===== src/design/ndma_fifo.sv =====
// Small register-based FIFO of WIDTH-bit beats, DEPTH a power of two.
// Standalone; used for the command queue and the result queue.
`default_nettype none
module ndma_fifo #(
   parameter int WIDTH = 8,
   parameter int DEPTH = 4
) (
   input  wire logic             clock,
   input  wire logic             reset,
   input  wire logic             push,
   input  wire logic [WIDTH-1:0] push_data,
   output logic                  full,
   input  wire logic             pop,
   output logic [WIDTH-1:0]      pop_data,
   output logic                  empty
);
   localparam int AW = $clog2(DEPTH);

   logic [WIDTH-1:0] mem_ff [DEPTH];
   logic [AW:0]      wr_ff, wr_in;
   logic [AW:0]      rd_ff, rd_in;

   assign empty    = (wr_ff == rd_ff);
   assign full     = (wr_ff == {~rd_ff[AW], rd_ff[AW-1:0]});
   assign pop_data = mem_ff[rd_ff[AW-1:0]];
   assign wr_in    = (push && !full) ? wr_ff + 1'b1 : wr_ff;
   assign rd_in    = (pop && !empty) ? rd_ff + 1'b1 : rd_ff;

   always_ff @(posedge clock) begin
      if (reset) begin
         wr_ff <= '0;
         rd_ff <= '0;
      end else begin
         wr_ff <= wr_in;
         rd_ff <= rd_in;
      end
   end

   always_ff @(posedge clock) begin
      if (push && !full) mem_ff[wr_ff[AW-1:0]] <= push_data;
   end
endmodule
`default_nettype wire


===== config.mk =====
export PLATFORM = sky130hd
export DESIGN_NAME = ndma_fifo
export DESIGN_NICKNAME = d
export VERILOG_FILES = /design/src/design/ndma_fifo.sv
export SDC_FILE = /design/constraint.sdc
export NUM_CORES = 1
export LEC_CHECK = 0
export BUFFER_PORTS_ARGS = -buffer_cell sky130_fd_sc_hd__buf_2
export CORE_AREA = 2 2 57 59
export CTS_CLUSTER_SIZE = 28
export DETAILED_ROUTE_END_ITERATION = 12
export DIE_AREA = 0 0 59 61
export PLACE_DENSITY_LB_ADDON = 0.3
export SKIP_LAST_GASP = 1
export SLEW_MARGIN = 10
export SYNTH_ARGS = -nofsm -noshare
export SYNTH_HDL_FRONTEND = slang
export SYNTH_SLANG_ARGS = --single-unit
export TNS_END_PERCENT = 10

===== constraint.sdc =====
create_clock -name clock -period 4.7 [get_ports clock]
set_input_delay 1.41 -clock clock [delete_from_list [all_inputs] [get_ports clock]]
set_output_delay 1.41 -clock clock [all_outputs]
set_load 0.005 [all_outputs]

==> results of run 1 <==
[worst paths after layout]
check / cells after the start / to / slack, ns
worst max-delay path: 4 / full / 1.42
worst min-delay path: 2 / wr_ff[2] / 0.56
worst max register to register: 2 / mem_ff[3][4] / 2.70
worst min register to register: 2 / wr_ff[2] / 0.56
[final cells by class]
| type | instances | area [µm²] | area share [%] |
|---|---|---|---|
| flip-flops and latches | 40 | 1121 | 58.60 |
| multi-input cells | 61 | 554.3 | 28.97 |
| repair buffers | 21 | 105.1 | 5.494 |
| clock buffers | 6 | 41.29 | 2.158 |
| well taps | 33 | 41.29 | 2.158 |
| clock inverters | 2 | 35.03 | 1.831 |
| inverters | 4 | 15.01 | 0.7848 |
[registers in the layout, summed over array words and instances, names as in the netlist, named ones only]
name / count
rd_ff: 3
mem_ff: 32
wr_ff: 3
[power by group through the flow]
stage | combinational, mW | clock [mW] | sequential (mW)
after floorplan | 0.248 | 0 | 0.482
after global placement | 0.297 | 0 | 0.523
after detailed placement | 0.309 | 0 | 0.528
after CTS | 0.311 | 0.222 | 0.520
after global routing | 0.342 | 0.228 | 0.529
final | 0.310 | 0.216 | 0.518
[metrics by stage]
stage | hold slack, ns | instances | setup WS (ns)
floorplan | 0.4938 | 110 | 2.198
global placement | 0.5249 | 159 | 1.888
detailed placement | 0.5364 | 159 | 1.856
CTS | 0.5507 | 167 | 1.449
global route | 0.5832 | 167 | 1.202
finish | 0.5554 | 167 | 1.419
[synthesized netlist by cell type]
master     n  area (µm²)
edfxtp_1  32       960.9
dfxtp_1    8       160.2
mux4_2     8       180.2
ha_1       5       62.56
nand2_1    5       18.77
o211ai_1   5       37.54
a31oi_1    4       25.02
inv_1      4       15.01
nor3b_1    4       30.03
o21ai_0    4       20.02
and2_1     3       18.77
nand3_1    3       15.01
xnor2_1    3       26.28
xor2_1     3       26.28
a21oi_1    2       10.01
a41oi_1    2       17.52
nand4_1    2       12.51
nor2_1     2       7.510
a211o_1    1       8.760
a211o_2    1       10.01
and3_1     1       6.260
buf_1      1       3.750
buf_2      1       5.000
buf_6      1       11.26
clkbuf_4   1       7.510
clkbuf_8   1       13.76
nand3b_1   1       7.510
or3_1      1       6.260
or4_1      1       7.510
[routing by layer]
layer	vias to the layer above	part of all wire [%]
li1	482	-
met1	485	41
met2	57	51
met3	7	6.3
met4	0	1.9
met5	-	0
[worst max-delay path, delay by kind of cell, from the launching register on]
kind / cells / cell delay [ns]
flip-flops: 1 / 0.40
XOR/XNOR: 1 / 0.57
buffers and inverters: 1 / 0.12
AND/OR/NAND/NOR: 2 / 0.44
[cells by family (layout without fill, tap and decap cells)]
family | Yosys count | in the layout | synth area share [%]
xor gates and xnor gates | 6 | 6 | 3.035
and+or+nand+nor | 23 | 23 | 7.515
muxes | 8 | 8 | 10.40
DFF | 40 | 40 | 64.74
buffers and inverters | 9 | 33 | 3.251
adders and majority gates | 5 | 5 | 3.613
AOI/OAI and AO/OA | 19 | 19 | 7.443
==> results.md, run 1 <==
- I/O pins: 22
- # Post-CTS Setup Buffers: 0
- # rows: 20
- WP data arrival: 1.87 ns
- Clock Power Share: 20.7%
- Diodes inserted: 0
- Final Util: 64.79%
- GPL Wtd Cong: 0.8742
- Mapped Cells: 110
- Status: finished clean
- Via count: 1031
- Layout area overhead: 10.48%
- Max stage delay cell, worst path: xnor2_1
- Die width: 59 µm
- Vias per std cell: 6.174
- Busiest grt layer: met2
- Mean Syn Cell Area: 15.74 µm²
- DRC violations left: 0
- P_leak: 0.6658 nW
- DR pass1 iterations: 5
- Met2 Usage GRT: 28.57%
- Worst setup SP type: register
- Hold Crit Start: wr_ff[2]
- Vias in the first global route: 1020
- CP startpoint: rd_ff[0]
- Clock root buffer: clkbuf_4
- Register area share after synthesis: 64.74%
- Nets@finish: 150
- Synth Register Bits: 40
- Synth Warn #: 0
- RR Startpoint: wr_ff[1]
- Starting Density: 58.64%
- Final setup violation count: 0
- Routed Antenna Nets: 0
- Max Freq: 0.3048 GHz
- Worst-path clk slew: 0.12 ns
- CP required: 3.29 ns
- Final hold vios: 0
- CTS Sinks: 40
- RSZ-0062 raised after global routing: no
- H-tree levels: 2
- Design Area, Final: 1913 µm²
- CTS tree: done
- Most frequent cells in the layout: edfxtp_1, buf_2, mux4_2, dfxtp_1
- Met1 usage: 22.48%
- Total power: 1.044 mW
- # hold bufs at CTS: 0
- Switch share: 31.87%
- DR iter-0 viols: 25
- Port-buffer cells: 21
- Post-CTS resize count: 0
- DR WL/cell: 17.38 µm
- Power per cell area: 545.5 nW/µm²
- Pint: 0.7109 mW
- CTS buffer count: 5
- Final period utilization: 69.80%
- Initial antenna violation count: 0
- Least-Margin Pin Slew: 0.9854 ns
- Switching power: 0.3326 mW
- Maximum number of pins on one net before global-route repair: 13
- Mapped cell area: 1732 µm²
- Max clock buf depth: 2
- Gate power share: 29.7%
- Core footprint: 2953 µm²
- Max_cap viols: 0
- Placed Area: 1837 µm²
- Tmin final: 3.281 ns
- Die ar.: 3599 µm²
- Distinct cells, synth: 29
- Highest cell delay on the worst timing path: 0.57 ns
- Setup Skew: 0.01406 ns
- Syn Nets: 127
- Met3 GRT Util: 4.478%
- Worst-path fanout max: 8
- CP Capture Type: primary output
- Worst-Skew Late Latency: 0.34 ns
- Fill cells: 222
- GRT Total Usage: 17.92%
- Wirelength, routed: 2.903 mm
- Share of cells above drive strength 1: 27.61%
- Max Slew Vio Count: 0
- Sequential power share: 49.6%
- Estimated wirelength of the detail-placed design: 2.042 mm
- TNS Setup: 0 ns
- Chip height: 61 µm
- Type of the worst min-delay path: register to register
- Relative slew slack: 34.00%
- Crit-path cells: xnor2_1 > nand2_1 > nor2_1 > buf_2
- Worst IR Drop VDD: 0.3227 mV
- Total global routing overflow: 0
- Commonest non-fill, non-tap cell in the layout: edfxtp_1
- Critical path class: register to primary output
- First-pass GRT wire length: 4.623 mm
Power figures use the tool's default switching activity.
==> inputs of run 2 (changes only) <==
Settings changed: CORE_AREA 2 2 57 59 to 2 2 62 64, DIE_AREA 0 0 59 61 to 0 0 64 66.
Clock period 4.7 ns to 2.8 ns, I/O delays scaled along.
==> results.md, run 2 (synthesis results as in run 1) <==
- Clock Power Share: 19.9% (-0.8 points)
- First-pass GRT wire length: 4.754 mm (+2.8%)
- CP Capture Type: primary output
- Switch share: 31.05% (-0.82 points)
- CTS tree: done
- Nets@finish: 152 (+1.3%)
- Die ar.: 4224 µm² (+17%)
- Chip height: 66 µm (+8.2%)
- Port-buffer cells: 21 (unchanged)
- WP data arrival: 1.73 ns (-0.14 ns)
- Share of cells above drive strength 1: 27.94% (+0.33 points)
- Final period utilization: 91.84%
- RSZ-0062 raised after global routing: no
- DR pass1 iterations: 4 (-1)
- Wirelength, routed: 2.813 mm (-3.1%)
- Die width: 64 µm (+8.5%)
- Starting Density: 48.77% (-9.9 points)
- Critical path class: register to primary output
- DRC violations left: 0 (unchanged)
- Fill cells: 298 (+34%)
- Max Slew Vio Count: 0 (unchanged)
- Worst-path clk slew: 0.10 ns (-0.02 ns)
- CP required: 1.96 ns (-1.33 ns)
- # rows: 22 (+10%)
- Most frequent cells in the layout: edfxtp_1, buf_2, mux4_2, dfxtp_1
- Final setup violation count: 0 (unchanged)
- GRT Total Usage: 15.64% (-2.3 points)
- P_leak: 0.6739 nW (+1.2%)
- Post-CTS resize count: 0 (unchanged)
- # Post-CTS Setup Buffers: 0 (unchanged)
- Max clock buf depth: 2 (unchanged)
- Worst IR Drop VDD: 0.5631 mV (+75%)
- Vias per std cell: 5.500 (-11%)
- Via count: 1012 (-1.8%)
- Layout area overhead: 12.36%
- CTS buffer count: 5 (unchanged)
- CTS Sinks: 40 (unchanged)
- DR iter-0 viols: 61 (+140%)
- Initial antenna violation count: 0 (unchanged)
- Setup Skew: 0.008068 ns (-0.005988 ns)
- Tmin final: 2.571 ns
- Power per cell area: 898.5 nW/µm² (+65%)
- Relative slew slack: 63.20% (+29 points)
- Switching power: 0.5429 mW (+63%)
- Vias in the first global route: 1015 (-0.49%)
- H-tree levels: 2 (unchanged)
- Area of the multi-input gates: 554.3 µm² (unchanged)
- Worst-path fanout max: 8 (unchanged)
- Least-Margin Pin Slew: 0.5512 ns (-0.4342 ns)
- Total power: 1.748 mW (+68%)
- Maximum number of pins on one net before global-route repair: 13 (unchanged)
- Max reg flops: 32 (unchanged)
- I/O pins: 22 (unchanged)
- GPL Wtd Cong: 0.7953 (-9.0%)
- Total global routing overflow: 0 (unchanged)
- Max Freq: 0.3889 GHz
- Worst-Skew Late Latency: 0.33 ns (about the same)
- DR WL/cell: 15.29 µm (-12%)
- Estimated wirelength of the detail-placed design: 2.043 mm (about the same)
- Status: finished clean
- Clock root buffer: clkbuf_4
- Max_cap viols: 0 (unchanged)
- Core footprint: 3551 µm² (+20%)
- Pint: 1.205 mW (+70%)
- Routed Antenna Nets: 0 (unchanged)
- Gate power share: 30.4% (+0.7 points)
- Worst setup SP type: register
- Diodes inserted: 0 (unchanged)
- Type of the worst min-delay path: register to register
- Final hold vios: 0 (unchanged)
- Commonest non-fill, non-tap cell in the layout: edfxtp_1
- Sequential power share: 49.7% (about the same)
- # hold bufs at CTS: 0 (unchanged)
- TNS Setup: 0 ns (unchanged)
- Seq. cell area: 1121 µm² (unchanged)
==> run 2: changes by cell type in the layout (fill, tap and decap cells not counted) <==
cell / delta
buf_4: +2
clkinv_1: +2
clkbuf_1: -1
clkinv_2: -1
==> run 2: area by class of cell <==
type | instances | share of cell area (%)
well taps | 48 | 3.087
clock inverters | 3 | 1.929
repair buffers | 23 | 6.174
inverters | 4 | 0.7717
flip-flops and latches | 40 | 57.62
clock buffers | 5 | 1.929
multi-input cells | 61 | 28.49
==> run 2: final timing paths <==
| path | from | end | slack (ns) | depth (start not counted) |
|---|---|---|---|---|
| max | register | pop_data[2] | 0.23 | 2 |
| max reg2reg | wr_ff[1] | mem_ff[0][1] | 0.94 | 3 |
| min reg2reg | wr_ff[2] | wr_ff[2] | 0.55 | 2 |
| min | wr_ff[2] | wr_ff[2] | 0.55 | 2 |
==> run 2: worst max-delay path, stage by stage (launching register included) <==
cell and delay [ns]:
dfxtp_1 0.68, mux4_2 0.58, buf_2 0.14
==> run 2: through the flow <==
stage	util (%)	area, µm²	hold WS (ns)	std cells	setup WS (ns)
after CTS	54.79	1946	0.5416	184	0.1679
after global placement	52.68	1871	0.5202	176	0.5710
after global routing	54.79	1946	0.5849	184	0.08513
final	54.79	1946	0.5525	184	0.2285
after floorplan	-	1732	0.4938	110	0.8678
after detailed placement	52.68	1871	0.5293	176	0.5503
==> run 2: metal layers <==
| metal | global-route usage [%] | up-vias | routed length (µm) |
|---|---|---|---|
| li1 | - | 483 | - |
| met1 | 17.22 | 500 | 1231 |
| met2 | 27.21 | 22 | 1406 |
| met3 | 4.259 | 7 | 114 |
| met4 | 8.967 | 0 | 61 |
| met5 | 0 | - | 0 |
==> run 2: power by group through the flow <==
stage | logic [mW] | registers [mW] | clock network, mW
4_1_cts | 0.534 | 0.874 | 0.355
3_3_place_gp | 0.524 | 0.877 | 0
6_report | 0.532 | 0.869 | 0.347
5_1_grt | 0.586 | 0.890 | 0.385
2_1_floorplan | 0.416 | 0.809 | 0
3_5_place_dp | 0.533 | 0.888 | 0
