<file path="src/design/ndma_pkg.sv">
// Shared types, codes and helper functions for the DMA channel controller.
// No dependencies; every other design file but ndma_fifo refers to this package by scope.
`default_nettype none
package ndma_pkg;

   localparam int          MAX_CHANNELS = 8;
   localparam logic [7:0]  BLOCK_STRIDE = 8'h1C;
   localparam logic [31:0] CTRL_MASK    = 32'hFF0FFC00;
   localparam logic [31:0] ADDR_MASK    = 32'hFFFFFFFC;

   typedef enum logic [2:0] {
      FN_WRITE = 3'd0,
      FN_READ  = 3'd1,
      FN_SET   = 3'd2,
      FN_CLEAR = 3'd3,
      FN_CHECK = 3'd4,
      FN_TICK  = 3'd5
   } func_type;

   typedef enum logic [1:0] {
      KIND_READ = 2'd0,
      KIND_DESC = 2'd1,
      KIND_ERR  = 2'd2
   } kind_type;

   typedef enum logic [1:0] {
      MODE_INC  = 2'd0,
      MODE_DEC  = 2'd1,
      MODE_FIX  = 2'd2,
      MODE_FILL = 2'd3
   } mode_type;

   typedef enum logic [2:0] {
      REG_GLOBAL,
      REG_SRC,
      REG_DST,
      REG_CNT,
      REG_WORDS,
      REG_FILL,
      REG_CTRL,
      REG_NONE
   } reg_type;

   typedef enum logic [1:0] {
      ST_IDLE,
      ST_SCAN,
      ST_FLUSH
   } state_type;

   typedef struct packed {
      logic [2:0]  func;
      logic [7:0]  reg_address;
      logic [31:0] write_data;
      logic [3:0]  request_line;
   } req_type;

   typedef struct packed {
      logic [1:0]  kind;
      logic [31:0] read_data;
      logic [2:0]  channel;
      logic [31:0] src_start;
      logic [31:0] dest_start;
      logic [1:0]  src_mode;
      logic [1:0]  dest_mode;
      logic [23:0] word_count;
      logic        raise_irq;
      logic        last;
   } rsp_type;

   typedef struct packed {
      logic [2:0]  func;
      reg_type     reg_code;
      logic [2:0]  chan;
      logic [31:0] data;
      logic [3:0]  request_line;
   } cmd_type;

   typedef struct packed {
      logic [31:0] ctrl;
      logic [27:0] count;
      logic [31:0] ws;
      logic [31:0] wd;
      rsp_type     rsp;
   } run_type;

   function automatic logic [31:0] advance(logic [31:0] a, logic [1:0] mode,
                                           logic [23:0] words);
      logic [31:0] span;
      span = {6'd0, words, 2'b00};
      case (mode)
         MODE_INC: advance = a + span;
         MODE_DEC: advance = a - span;
         default:  advance = a;
      endcase
   endfunction

   function automatic run_type ch_run(logic [31:0] ctrl, logic [23:0] words,
                                      logic [27:0] count, logic [31:0] ws,
                                      logic [31:0] wd, logic [2:0] ch);
      run_type     r;
      logic [1:0]  sm;
      logic [1:0]  dm;
      logic        done;
      sm = ctrl[14:13];
      dm = ctrl[11:10];
      done = 1'b0;
      r.ctrl = ctrl;
      r.count = count;
      r.ws = ws;
      r.wd = wd;
      r.rsp = '0;
      r.rsp.channel = ch;
      if (sm == MODE_FILL || dm == MODE_FILL) begin
         r.ctrl[31] = 1'b0;
         r.rsp.kind = KIND_ERR;
      end else begin
         if (!ctrl[15]) r.ws = advance(ws, sm, words);
         if (!ctrl[12]) r.wd = advance(wd, dm, words);
         if (ctrl[28]) begin
            done = 1'b1;
         end else if (!ctrl[29]) begin
            r.count = count - {4'd0, words};
            done = (r.count == 28'd0);
         end
         if (done) r.ctrl[31] = 1'b0;
         r.rsp.kind = KIND_DESC;
         r.rsp.src_start = ws;
         r.rsp.dest_start = wd;
         r.rsp.src_mode = sm;
         r.rsp.dest_mode = dm;
         r.rsp.word_count = words;
         r.rsp.raise_irq = done & ctrl[30];
      end
      return r;
   endfunction

endpackage
`default_nettype wire

</file>
<file path="src/design/ndma_fifo.sv">
// Small register-based FIFO of WIDTH-bit beats, DEPTH a power of two.
// Standalone; used for the command queue and the result queue.
`default_nettype none
module ndma_fifo #(
   parameter int WIDTH = 8,
   parameter int DEPTH = 4
) (
   input  wire logic             clock,
   input  wire logic             reset,
   input  wire logic             push,
   input  wire logic [WIDTH-1:0] push_data,
   output logic                  full,
   input  wire logic             pop,
   output logic [WIDTH-1:0]      pop_data,
   output logic                  empty
);
   localparam int AW = $clog2(DEPTH);

   logic [WIDTH-1:0] mem_ff [DEPTH];
   logic [AW:0]      wr_ff, wr_in;
   logic [AW:0]      rd_ff, rd_in;

   assign empty    = (wr_ff == rd_ff);
   assign full     = (wr_ff == {~rd_ff[AW], rd_ff[AW-1:0]});
   assign pop_data = mem_ff[rd_ff[AW-1:0]];
   assign wr_in    = (push && !full) ? wr_ff + 1'b1 : wr_ff;
   assign rd_in    = (pop && !empty) ? rd_ff + 1'b1 : rd_ff;

   always_ff @(posedge clock) begin
      if (reset) begin
         wr_ff <= '0;
         rd_ff <= '0;
      end else begin
         wr_ff <= wr_in;
         rd_ff <= rd_in;
      end
   end

   always_ff @(posedge clock) begin
      if (push && !full) mem_ff[wr_ff[AW-1:0]] <= push_data;
   end
endmodule
`default_nettype wire

</file>
<file path="src/design/ndma_front.sv">
// Front end: accepts request beats, decodes the register offset into
// channel and register code, and queues commands. Uses ndma_pkg, ndma_fifo.
`default_nettype none
module ndma_front #(
   parameter int NUM_CHANNELS = 8
) (
   input  wire logic             clock,
   input  wire logic             reset,
   input  wire logic             req_push,
   input  wire ndma_pkg::req_type req_data,
   output logic                  req_full,
   input  wire logic             cmd_pop,
   output ndma_pkg::cmd_type     cmd_data,
   output logic                  cmd_empty
);
   ndma_pkg::cmd_type cmd;
   logic [7:0]        off;
   logic [7:0]        rel;
   logic [3:0]        idx;
   logic [7:0]        base;

   always_comb begin
      off  = req_data.reg_address - 8'd4;
      idx  = 4'd0;
      base = 8'd0;
      for (int k = 1; k <= ndma_pkg::MAX_CHANNELS; k++) begin
         if (off >= 8'(k * 28)) begin
            idx  = 4'(k);
            base = 8'(k * 28);
         end
      end
      rel = off - base;
      cmd.func         = req_data.func;
      cmd.data         = req_data.write_data;
      cmd.request_line = req_data.request_line;
      cmd.chan         = idx[2:0];
      if (req_data.reg_address == 8'd0) begin
         cmd.reg_code = ndma_pkg::REG_GLOBAL;
      end else if (req_data.reg_address < 8'd4 || idx >= 4'(NUM_CHANNELS)) begin
         cmd.reg_code = ndma_pkg::REG_NONE;
      end else begin
         case (rel)
            8'h00:   cmd.reg_code = ndma_pkg::REG_SRC;
            8'h04:   cmd.reg_code = ndma_pkg::REG_DST;
            8'h08:   cmd.reg_code = ndma_pkg::REG_CNT;
            8'h0C:   cmd.reg_code = ndma_pkg::REG_WORDS;
            8'h14:   cmd.reg_code = ndma_pkg::REG_FILL;
            8'h18:   cmd.reg_code = ndma_pkg::REG_CTRL;
            default: cmd.reg_code = ndma_pkg::REG_NONE;
         endcase
      end
   end

   ndma_fifo #(
      .WIDTH($bits(ndma_pkg::cmd_type)),
      .DEPTH(2)
   ) u_cmd_q (
      .clock    (clock),
      .reset    (reset),
      .push     (req_push),
      .push_data(cmd),
      .full     (req_full),
      .pop      (cmd_pop),
      .pop_data (cmd_data),
      .empty    (cmd_empty)
   );
endmodule
`default_nettype wire

</file>
<file path="config.mk">
export PLATFORM = sky130hd
export DESIGN_NAME = ndma_front
export DESIGN_NICKNAME = d
export VERILOG_FILES = /design/src/design/ndma_pkg.sv /design/src/design/ndma_fifo.sv /design/src/design/ndma_front.sv
export SDC_FILE = /design/constraint.sdc
export NUM_CORES = 1
export LEC_CHECK = 0
export BUFFER_PORTS_ARGS = -buffer_cell sky130_fd_sc_hd__buf_4
export CAP_MARGIN = 30
export CORE_MARGIN = 2
export CORE_UTILIZATION = 58
export CTS_CLUSTER_DIAMETER = 100
export DETAILED_ROUTE_END_ITERATION = 8
export PLACE_DENSITY = 0.84
export REMOVE_ABC_BUFFERS = 1
export SYNTH_ARGS = -nofsm -noshare
export SYNTH_HDL_FRONTEND = slang
export SYNTH_SLANG_ARGS = --single-unit
</file>
<file path="constraint.sdc">
create_clock -name clock -period 9.25 [get_ports clock]
set_input_delay 0.4625 -clock clock [delete_from_list [all_inputs] [get_ports clock]]
set_output_delay 0.4625 -clock clock [all_outputs]
set_load 0.02 [all_outputs]
</file>
==> summary.md <==
| Metric | Value |
|---|---|
| Starting Density | 59.50% |
| GRT busiest layer | met2 |
| First-pass GRT wire length | 13500 um |
| Routed length per placed instance | between 15 and 20 um |
| Vias in the first global route | approximately 2700 |
| Max cap viols | 0 |
| Remaining DRCs | 0 |
| GRT Total Usage | a little over a fifth |
| Post-synth EDFFs | 90 |
| Worst slew margin | 56.03% |
| Core Box Area | just over 7000 um2 |
| Inserted Clock Buffers | 9 |
| Clk Latency, worst-skew pair | roughly 0.35 ns |
| Startpoint types | primary input |
| Fraction of layout cells with a size suffix above 1 | a little under half |
| IO buf count | a little under 100 |
| Sequential area share after synthesis | 65.29% |
| R2r setup slk | around 7.4 ns |
| Post-CTS Setup Inserts | 0 |
| Mapped Cells | 285 |
| Final Setup Violations | 0 |
| Number of diodes | 0 |
| Slew Viols, Final | 0 |
| RR Startpoint | u_cmd_q.wr_ff[1] |
| DP Wirelength | around 6000 um |
| Top FF cell, synth | edfxtp_1 |
| Die ar. | just over 8000 um2 |
| Synthesized flop and latch total | 95 |
| Via density | about 5.5 |
| Routability cong. | ~0.96 |
| Global route overflow | 0 |
| Critical path class | in2reg |
| Hold Buf Count CTS | 0 |
| Mean Syn Cell Area | 15.06 um2 |
| Clock Root Buffer | clkbuf_8 |
| CTS tree | yes |
| Chip height | between 90 and 100 um |
| Peak supply drop | between 100 and 150 uV |
| Crit share post-route | ~45% |
| RSZ-0062 raised after global routing | no |
| Hold Path Sink | u_cmd_q.mem_ff[0][26] |
| Initial antenna violation count | 0 |
| Multi-input logic area | around 1400 um2 |
| # resized after CTS | 0 |
| I/O pin cnt | 98 |
| Reg2Reg Depth | 4 |
| Post-synthesis cell area | roughly 4300 um2 |
| Final ANT Viol Nets | 0 |
| Layout fillers | ~490 |
| P&R area growth vs syn | 24.34% |
| Crit. End Element | register |
| GRT met3 Usage | roughly 4.4% |
| Commonest non-fill, non-tap cell in the layout | buf_4 |
| Min-delay src | req_data[26] |
| Tmin final | 4.204 ns |
| Skew final | 0.01276 ns |
| Via Count | around 2700 |
| Power per Cell Area | between 200 and 300 nW/um2 |
| FP Rows | 31 |
| WL final | between 8000 and 9000 um |
| First-pass DRT Iterations | 4 |
| Met2 Usage GRT | ~37% |
| RR Endpoint | u_cmd_q.mem_ff[1][25] |
| Syn. warnings | 0 |
| Pin count of the biggest net entering global routing | between 40 and 50 |
| Worst Hold Class | in2reg |
| Clock transition at the registers of the reported paths | 0.09 ns |
| Hold path cells | 1 |
| Pwr Total | ~1.4 mW |
| FMAX | roughly 0.24 GHz |
| Asr flop ratio synth | 0% |
| Status | complete, no violations |
| CTS sink count | between 90 and 100 |
| Slew @ Worst Pin | 0.6548 ns |
| Hold Vio Cnt, Final | 0 |
| Leak pwr | roughly 2 nW |
| Launch point of the worst path | req_data[38] |
| Worst Path Max Fanout | 8 |
| NumNets Final | approximately 450 |
| Worst EP required | roughly 9.4 ns |
| Sequential Area | ~2800 um2 |
| Post-synth cell types | roughly 50 |
| Met1 Usage GRT | between 20% and 30% |
| H-tree depth | 3 |
| Starting DRC count in detailed routing | ~180 |
| Most frequent cells in the layout | 98 x buf_4, 90 x edfxtp_1, 46 x mux2_2 |
| Clock buffer depth | 2 |
| Die W | roughly 90 um |
| Final TNS setup | 0 ns |
| Worst EP arrival | 4.37 ns |
==> per-layer routing <==
layer | vias up | part of all wire, %
li1 | 1275 | -
met1 | 1292 | 40
met2 | 110 | 53
met3 | 10 | 6.1
met4 | 0 | 1.5
met5 | - | 0
==> per-stage QoR <==
step | worst slack, ns | instance area [um2] | instances | utilization, % | hold slack, ns
2_1_floorplan | 5.622 | 4237 | 275 | - | 0.4993
4_1_cts | 5.204 | 5338 | 489 | 73.99 | 0.2725
6_report | 5.046 | 5338 | 489 | 73.99 | 0.2905
3_5_place_dp | 4.826 | 5146 | 474 | 71.33 | 0.5388
3_3_place_gp | 5.176 | 5106 | 472 | 70.78 | 0.5173
5_1_grt | 4.774 | 5338 | 489 | 73.99 | 0.2686
==> power breakdown <==
| group | leakage [nW] | internal [mW] | switching (mW) |
|---|---|---|---|
| Sequential | 0.868 | 0.545 | 0.0290 |
| Combinational | 1.04 | 0.239 | 0.278 |
| Clock | 0.0921 | 0.125 | 0.135 |
| Total | 2.00 | 0.909 | 0.441 |
==> worst max-delay path by stage <==
| stage | endpoint | slack (ns) | depth (start not counted) |
|---|---|---|---|
| finish | u_cmd_q.mem_ff[1][39] | 5.05 | 17 |
| global route | u_cmd_q.mem_ff[1][41] | 4.77 | 17 |
| CTS | u_cmd_q.mem_ff[0][41] | 5.20 | 17 |
| detailed placement | u_cmd_q.mem_ff[0][41] | 4.83 | 17 |
| global placement | u_cmd_q.mem_ff[0][40] | 5.18 | 17 |
| floorplan | u_cmd_q.mem_ff[0][39] | 5.62 | 13 |
==> critical path, stage by stage <==
cell	delay, ns
buf_4	0.14
inv_1	0.10
ha_1	0.29
nor3b_2	0.39
xnor2_1	0.34
inv_1	0.18
a21oi_1	0.20
o32ai_2	0.12
a211oi_2	0.34
ha_1	0.25
fa_1	0.22
nor2b_1	0.07
o21ai_0	0.31
mux2_2	0.40
a22oi_1	0.17
mux2i_1	0.15
a31oi_1	0.23
==> state kept, by name, indices dropped and copies added (netlist names), named ones only <==
signal / cells
u_cmd_q.mem_ff: 90
u_cmd_q.wr_ff: 2
u_cmd_q.rd_ff: 2
==> cells in the mapped netlist (3+ instances only) <==
cell type,number,area (um2)
edfxtp_1,90,2703
ha_1,10,125.1
buf_2,3,15.01
nand3_1,10,50.05
a21oi_1,10,50.05
buf_1,3,11.26
nor2_1,16,60.06
xnor2_1,7,61.31
inv_1,9,33.78
mux2_2,46,518.0
o21ai_0,12,60.06
dfxtp_1,5,100.1
a31oi_1,4,25.02
xor2_1,5,43.79
nor3_1,3,15.01
nand2_1,7,26.28
o21ai_1,3,15.01
and3_1,4,25.02
==> kinds of logic (layout without fill, tap and decap cells) <==
logic type / Yosys count / count (layout) / share of synthesized area [%]
AOI/OAI and AO/OA: 42 / 42 / 6.471
muxes: 47 / 47 / 12.30
and+or+nand+nor: 56 / 56 / 7.170
DFF: 95 / 95 / 65.29
adders and majority gates: 11 / 11 / 3.381
xor gates and xnor gates: 14 / 14 / 3.206
buffers and inverters: 20 / 125 / 2.186
==> final cells by class <==
class / count / area share (%)
clock inverters: 6 / 1.266
well taps: 99 / 2.321
flip-flops and latches: 95 / 52.53
inverters: 10 / 0.7032
multi-input cells: 170 / 26.32
repair buffers: 100 / 14.53
clock buffers: 9 / 2.321
No activity file was read; power rests on OpenSTA's default activity.
